==> src/hw/rtl/particle_physics_step_macros.svh <==
// Assertion macros for the particle step block.
// Included by the top level; no other dependencies.
`ifndef PARTICLE_PHYSICS_STEP_MACROS_SVH
`define PARTICLE_PHYSICS_STEP_MACROS_SVH
`ifndef SYNTHESIS
`define PPS_ASSERT_IMP(label, clk, rst_n, ante, cons) \
    label: assert property (@(posedge clk) disable iff (!rst_n) (ante) |-> (cons)) \
    else $error("assertion failed");
`define PPS_ASSERT_NEXT(label, clk, rst_n, ante, cons) \
    label: assert property (@(posedge clk) disable iff (!rst_n) (ante) |=> (cons)) \
    else $error("assertion failed");
`else
`define PPS_ASSERT_IMP(label, clk, rst_n, ante, cons)
`define PPS_ASSERT_NEXT(label, clk, rst_n, ante, cons)
`endif
`endif

==> src/hw/rtl/pps_pkg.sv <==
// Package for the particle step block: payload types, opcodes,
// register indexes, controller states and datapath commands.
package pps_pkg;

    typedef struct packed {
        logic [1:0]         opcode;
        logic signed [31:0] vec_x;
        logic signed [31:0] vec_y;
        logic signed [31:0] vec_z;
    } t_in;

    typedef struct packed {
        logic signed [31:0] pos_x;
        logic signed [31:0] pos_y;
        logic signed [31:0] pos_z;
        logic signed [31:0] vel_x;
        logic signed [31:0] vel_y;
        logic signed [31:0] vel_z;
    } t_out;

    localparam logic [1:0] OP_ADD_FORCE = 2'd0;
    localparam logic [1:0] OP_TICK      = 2'd1;
    localparam logic [1:0] OP_CLEAR_VEL = 2'd2;
    localparam logic [1:0] OP_SET_POS   = 2'd3;

    localparam logic [2:0] REG_USE_LAMINAR = 3'd0;
    localparam logic [2:0] REG_WEIGHT      = 3'd1;
    localparam logic [2:0] REG_DRAG        = 3'd2;
    localparam logic [2:0] REG_FRICTION    = 3'd3;
    localparam logic [2:0] REG_TIME_STEP   = 3'd4;
    localparam logic [2:0] REG_INV_MASS    = 3'd5;
    localparam logic [2:0] REG_FLOOR       = 3'd6;

    localparam logic signed [31:0] Q_HUNDREDTH = 32'sd655;
    localparam logic signed [31:0] Q_CEILING   = 32'sd327680;
    localparam logic signed [31:0] Q_SIDE_WALL = 32'sd425984;
    localparam logic signed [31:0] Q_BACK_WALL = 32'sd983040;

    // Micro-step of the per-axis tick sequence.
    typedef enum logic [3:0] {
        US_DRAG1 = 4'd0,
        US_DRAG2 = 4'd1,
        US_DRAG3 = 4'd2,
        US_ACCEL = 4'd3,
        US_AD    = 4'd4,
        US_VEL   = 4'd5,
        US_VDT   = 4'd6,
        US_HALF  = 4'd7,
        US_POS   = 4'd8
    } t_ustep;

    typedef struct packed {
        logic       load_op;
        logic       weight;
        logic       axis_step;
        t_ustep     ustep;
        logic [1:0] axis;
        logic       walls;
    } t_cmd;

    typedef enum logic [4:0] {
        ST_IDLE   = 5'b00001,
        ST_WEIGHT = 5'b00010,
        ST_AXIS   = 5'b00100,
        ST_WALLS  = 5'b01000,
        ST_OUT    = 5'b10000
    } t_state;

    function automatic logic signed [31:0] sat32(input logic signed [65:0] v);
        if (v > 66'sd2147483647) begin
            return 32'sh7fffffff;
        end else if (v < -66'sd2147483648) begin
            return 32'sh80000000;
        end
        return v[31:0];
    endfunction

endpackage

==> src/hw/rtl/pps_ctrl.sv <==
// Controller of the particle step block: sequences the per-axis micro-steps
// of a tick and the handshakes. Depends on pps_pkg.
module pps_ctrl (
    input  logic           i_clk,
    input  logic           i_rst_n,
    input  logic           i_in_valid,
    output logic           o_in_ready,
    output logic           o_out_valid,
    input  logic           i_out_ready,
    input  logic [1:0]     i_opcode,
    output logic           o_load,
    output pps_pkg::t_cmd  o_cmd
);

    pps_pkg::t_state r_state, n_state;
    pps_pkg::t_ustep r_ustep, n_ustep;
    logic [1:0]      r_axis, n_axis;
    logic            r_loaded, n_loaded;

    assign o_in_ready  = r_state == pps_pkg::ST_IDLE;
    assign o_out_valid = r_state == pps_pkg::ST_OUT;
    assign o_load      = i_in_valid && o_in_ready;

    always_comb begin
        n_state  = r_state;
        n_ustep  = r_ustep;
        n_axis   = r_axis;
        n_loaded = 1'b0;
        o_cmd    = '0;
        o_cmd.ustep = r_ustep;
        o_cmd.axis  = r_axis;
        unique case (r_state)
            pps_pkg::ST_IDLE: begin
                if (o_load) begin
                    n_loaded = 1'b1;
                    n_state  = pps_pkg::ST_WEIGHT;
                end
            end
            pps_pkg::ST_WEIGHT: begin
                if (i_opcode == pps_pkg::OP_TICK) begin
                    o_cmd.weight = 1'b1;
                    n_state = pps_pkg::ST_AXIS;
                    n_ustep = pps_pkg::US_DRAG1;
                    n_axis  = 2'd0;
                end else begin
                    o_cmd.load_op = r_loaded;
                    n_state = pps_pkg::ST_OUT;
                end
            end
            pps_pkg::ST_AXIS: begin
                o_cmd.axis_step = 1'b1;
                if (r_ustep == pps_pkg::US_POS) begin
                    n_ustep = pps_pkg::US_DRAG1;
                    if (r_axis == 2'd2) begin
                        n_state = pps_pkg::ST_WALLS;
                    end else begin
                        n_axis = r_axis + 2'd1;
                    end
                end else begin
                    n_ustep = pps_pkg::t_ustep'(r_ustep + 4'd1);
                end
            end
            pps_pkg::ST_WALLS: begin
                o_cmd.walls = 1'b1;
                n_state = pps_pkg::ST_OUT;
            end
            pps_pkg::ST_OUT: begin
                if (i_out_ready) begin
                    n_state = pps_pkg::ST_IDLE;
                end
            end
            default: n_state = pps_pkg::ST_IDLE;
        endcase
    end

    always_ff @(posedge i_clk) begin
        if (!i_rst_n) begin
            r_state  <= pps_pkg::ST_IDLE;
            r_ustep  <= pps_pkg::US_DRAG1;
            r_axis   <= '0;
            r_loaded <= 1'b0;
        end else begin
            r_state  <= n_state;
            r_ustep  <= n_ustep;
            r_axis   <= n_axis;
            r_loaded <= n_loaded;
        end
    end

endmodule

==> config.mk <==
export PLATFORM = sky130hd
export DESIGN_NAME = pps_ctrl
export DESIGN_NICKNAME = d
export VERILOG_FILES = /design/src/hw/rtl/particle_physics_step_macros.svh /design/src/hw/rtl/pps_pkg.sv /design/src/hw/rtl/pps_ctrl.sv
export SDC_FILE = /design/constraint.sdc
export NUM_CORES = 1
export LEC_CHECK = 0
export BUFFER_PORTS_ARGS = -buffer_cell sky130_fd_sc_hd__buf_2
export CORE_MARGIN = 1
export CORE_UTILIZATION = 48
export CTS_CLUSTER_SIZE = 24
export DETAILED_ROUTE_END_ITERATION = 12
export PLACE_DENSITY = 0.77
export SLEW_MARGIN = 25
export SYNTH_ARGS = -nofsm -noshare
export SYNTH_HDL_FRONTEND = slang
export SYNTH_SLANG_ARGS = --single-unit
==> constraint.sdc <==
create_clock -name i_clk -period 1.92 [get_ports i_clk]
set_clock_uncertainty 0.1 [all_clocks]
set_input_delay 0.384 -clock i_clk [delete_from_list [all_inputs] [get_ports i_clk]]
set_output_delay 0.384 -clock i_clk [all_outputs]
set_load 0.01 [all_outputs]
==> summary.md <==
| Metric | Value |
|---|---|
| Fin crit share | 97.2% |
| Starting Density | 51.6% |
| CP bufs+invs | 2 |
| Post-synthesis sequential area ratio | 36.2% |
| Max layer used | met4 |
| Synth warn | 0 |
| CTS clk-pin slew, worst paths | 0.07 ns |
| Worst Setup End Kind | output port |
| Max stage delay on crit path | 0.38 ns |
| Design Area, Final | 805 sq um |
| Synthesized Nets | 91 |
| Syn-to-layout area delta | 21.3% |
| Core ar. | 1280 sq um |
| Pin count of the biggest net entering global routing | 9 |
| Pre-antenna DRT Iters | 4 |
| Hold-fix buffers, CTS | 0 |
| Fin nets | 113 |
| Die boundary width | 39.2 um |
| # port buffers | 18 |
| Critical path arrival | 1.38 ns |
| First-pass GRT wire length | 2180 um |
| Crit path required time | 1.44 ns |
| Outcome | finished clean |
| Wirelength, routed | 1600 um |
| GRT Total Usage | 22.2% |
| I/O Pins | 19 |
| Worst vdd ir | 552 uV |
| Met2 wire len | 779 um |
| CTS sink cnt | 12 |
| Clock Latency Late Sink | 0.27 ns |
| Most common cell after layout, fill and taps aside | buf_2 |
| Antenna Nets Post-Route | 0 |
| Setup CP Type | reg2out |
| Post-route minimum period | 1.87 ns |
| Yosys reg bits | 12 |
| Antenna diodes | 0 |
| Number of antenna violations at the first check in global routing | 0 |
| Commonest non-fill, non-tap cells in the layout | buf_2 (18), dfxtp_1 (10), inv_1 (9), nor2_1 (9), nand2_1 (6) |
| Distinct cells, synth | 30 |
| Synthesized instance count | 82 |
| Placer Congestion | 0.736 |
| Max Clock Freq | 0.536 GHz |
| Mapped Area | 663 sq um |
| Hpwl dp | 1150 um |
| Die Y | 39.2 um |
| Leakage | 0.389 nW |
| Iter 0 DRT Violations | 10 |
| Wire per inst | 13.6 um |
| Vias | 661 |
| Power Dens Cells | 718 nW/um^2 |
| Drt via density | 5.65 |
| Post-synthesis average cell area | 8.09 sq um |
| Placed inst area | 759 sq um |
| Max Root-Sink Buffers | 2 |
| Number of global-route vias before repair | 494 |
| Die Area | 1530 sq um |
| Rel. slew slack | 76.1% |
| Slew @ Worst Pin | 0.357 ns |
| Worst Setup Start Kind | flop |
| H-tree Lvls | 1 |
| M1 wire length | 717 um |
| Root buffer cell | clkbuf_4 |
| Worst min-delay path class | in2reg |
| Share of layout cells above drive strength 1 | 29.4% |
| CTS tree | built |
| Total Neg Setup Slack | 0 ns |
| CTS buffer count | 3 |
| DRC viols | 0 |
| Metal3 WL | 41 um |
| Final setup fails | 0 |
| CP Max Fanout | 6 |
| Site Rows | 13 |
| Critical path's slowest cell | dfxtp_1 |
| Slew Viols, Final | 0 |
| Worst path cell trace | nor2_1 -> nand3_2 -> inv_1 -> and2_1 -> buf_2 |
| Max-Cap Viols | 0 |
| RSZ-0062 raised after global routing | true |
| Gr ovfl total | 0 |
| CP top delay family | simple AND/OR/NAND/NOR gates |
| Hold Fails Final Rpt | 0 |
-- final cells by class --
class | count | area [sq um]
timing repair buffer | 19 | 97.6
sequential | 12 | 243
clock buffer | 3 | 22.5
multi-input combinational | 59 | 389
inverter | 9 | 33.8
fill | 129 | 480
tap | 15 | 18.8
-- per-stage QoR --
| stage | cells | total power, mW | worst slack (ns) | hold slack [ns] | utilization [%] |
|---|---|---|---|---|---|
| 6_report | 117 | 0.578 | 0.0536 | 0.274 | 62.6 |
| 5_1_grt | 117 | 0.612 | -0.0372 | 0.261 | 62.6 |
| 4_1_cts | 116 | 0.560 | 0.00578 | 0.272 | 60.9 |
| 3_5_place_dp | 113 | 0.408 | 0.304 | 0.400 | 59.1 |
| 3_3_place_gp | 113 | 0.402 | 0.324 | 0.386 | 59.1 |
| 2_1_floorplan | 82 | 0.368 | 0.435 | 0.373 | - |
-- final timing paths --
path / slack, ns / endpoint / from / depth (start not counted)
max: 0.05 / o_load / r_state[4] / 5
max reg2reg: 0.31 / r_axis[1] / r_ustep[0] / 6
min reg2reg: 0.41 / r_axis[1] / r_axis[1] / 2
min: 0.27 / r_state[0] / i_in_valid / 2
-- per-layer routing --
| layer | vias to the layer above | GRT usage, % |
|---|---|---|
| li1 | 330 | - |
| met1 | 311 | 29.2 |
| met2 | 14 | 30.4 |
| met3 | 6 | 5.20 |
| met4 | 0 | 17.2 |
| met5 | - | 0 |
-- registers in the layout, indices dropped and copies added (netlist names) --
name and flops:
r_state 5, r_ustep 4, r_axis 2, r_loaded 1
-- cell families after synthesis --
family                     synth area share (%)
buffers and inverters                      6.98
AOI/OAI and AO/OA                          19.8
DFF                                        36.2
and+or+nand+nor                            31.3
adders and majority gates                  5.66
-- repair_timing --
item	4_1_cts	5_1_grt
resized for setup	0	5
setup buffers	0	1
endpoints found under the setup margin	1	3
pin swaps	1	1
-- power breakdown --
| part | leakage, nW | internal, mW | switching (mW) |
|---|---|---|---|
| clock network | 0.0138 | 0.0724 | 0.0773 |
| registers | 0.0983 | 0.267 | 0.0242 |
| logic | 0.277 | 0.0619 | 0.0751 |
| total | 0.389 | 0.401 | 0.177 |
-- cells in the mapped netlist --
| cell | instances | area, sq um |
|---|---|---|
| dfxtp_1 | 12 | 240 |
| inv_1 | 9 | 33.8 |
| nor2_1 | 9 | 33.8 |
| nand2_1 | 6 | 22.5 |
| nand3_1 | 5 | 25.0 |
| and2_1 | 4 | 25.0 |
| a21oi_1 | 3 | 15.0 |
| a22o_1 | 3 | 26.3 |
| ha_1 | 3 | 37.5 |
| o211ai_1 | 3 | 22.5 |
| o21ai_0 | 3 | 15.0 |
| and3b_1 | 2 | 17.5 |
| nand2b_1 | 2 | 12.5 |
| nor3_1 | 2 | 10.0 |
| a211oi_1 | 1 | 7.51 |
| a22oi_1 | 1 | 7.51 |
| a31oi_1 | 1 | 6.26 |
| and2b_1 | 1 | 7.51 |
| and3_1 | 1 | 6.26 |
| and4bb_2 | 1 | 12.5 |
| buf_2 | 1 | 5.00 |
| buf_4 | 1 | 7.51 |
| nand2_2 | 1 | 6.26 |
| nor2b_1 | 1 | 6.26 |
| nor3_4 | 1 | 16.3 |
| o21ai_1 | 1 | 5.00 |
| o2bb2ai_1 | 1 | 8.76 |
| o311ai_0 | 1 | 8.76 |
| o31a_1 | 1 | 8.76 |
| or3_1 | 1 | 6.26 |
(Power assumes the default switching activity.)
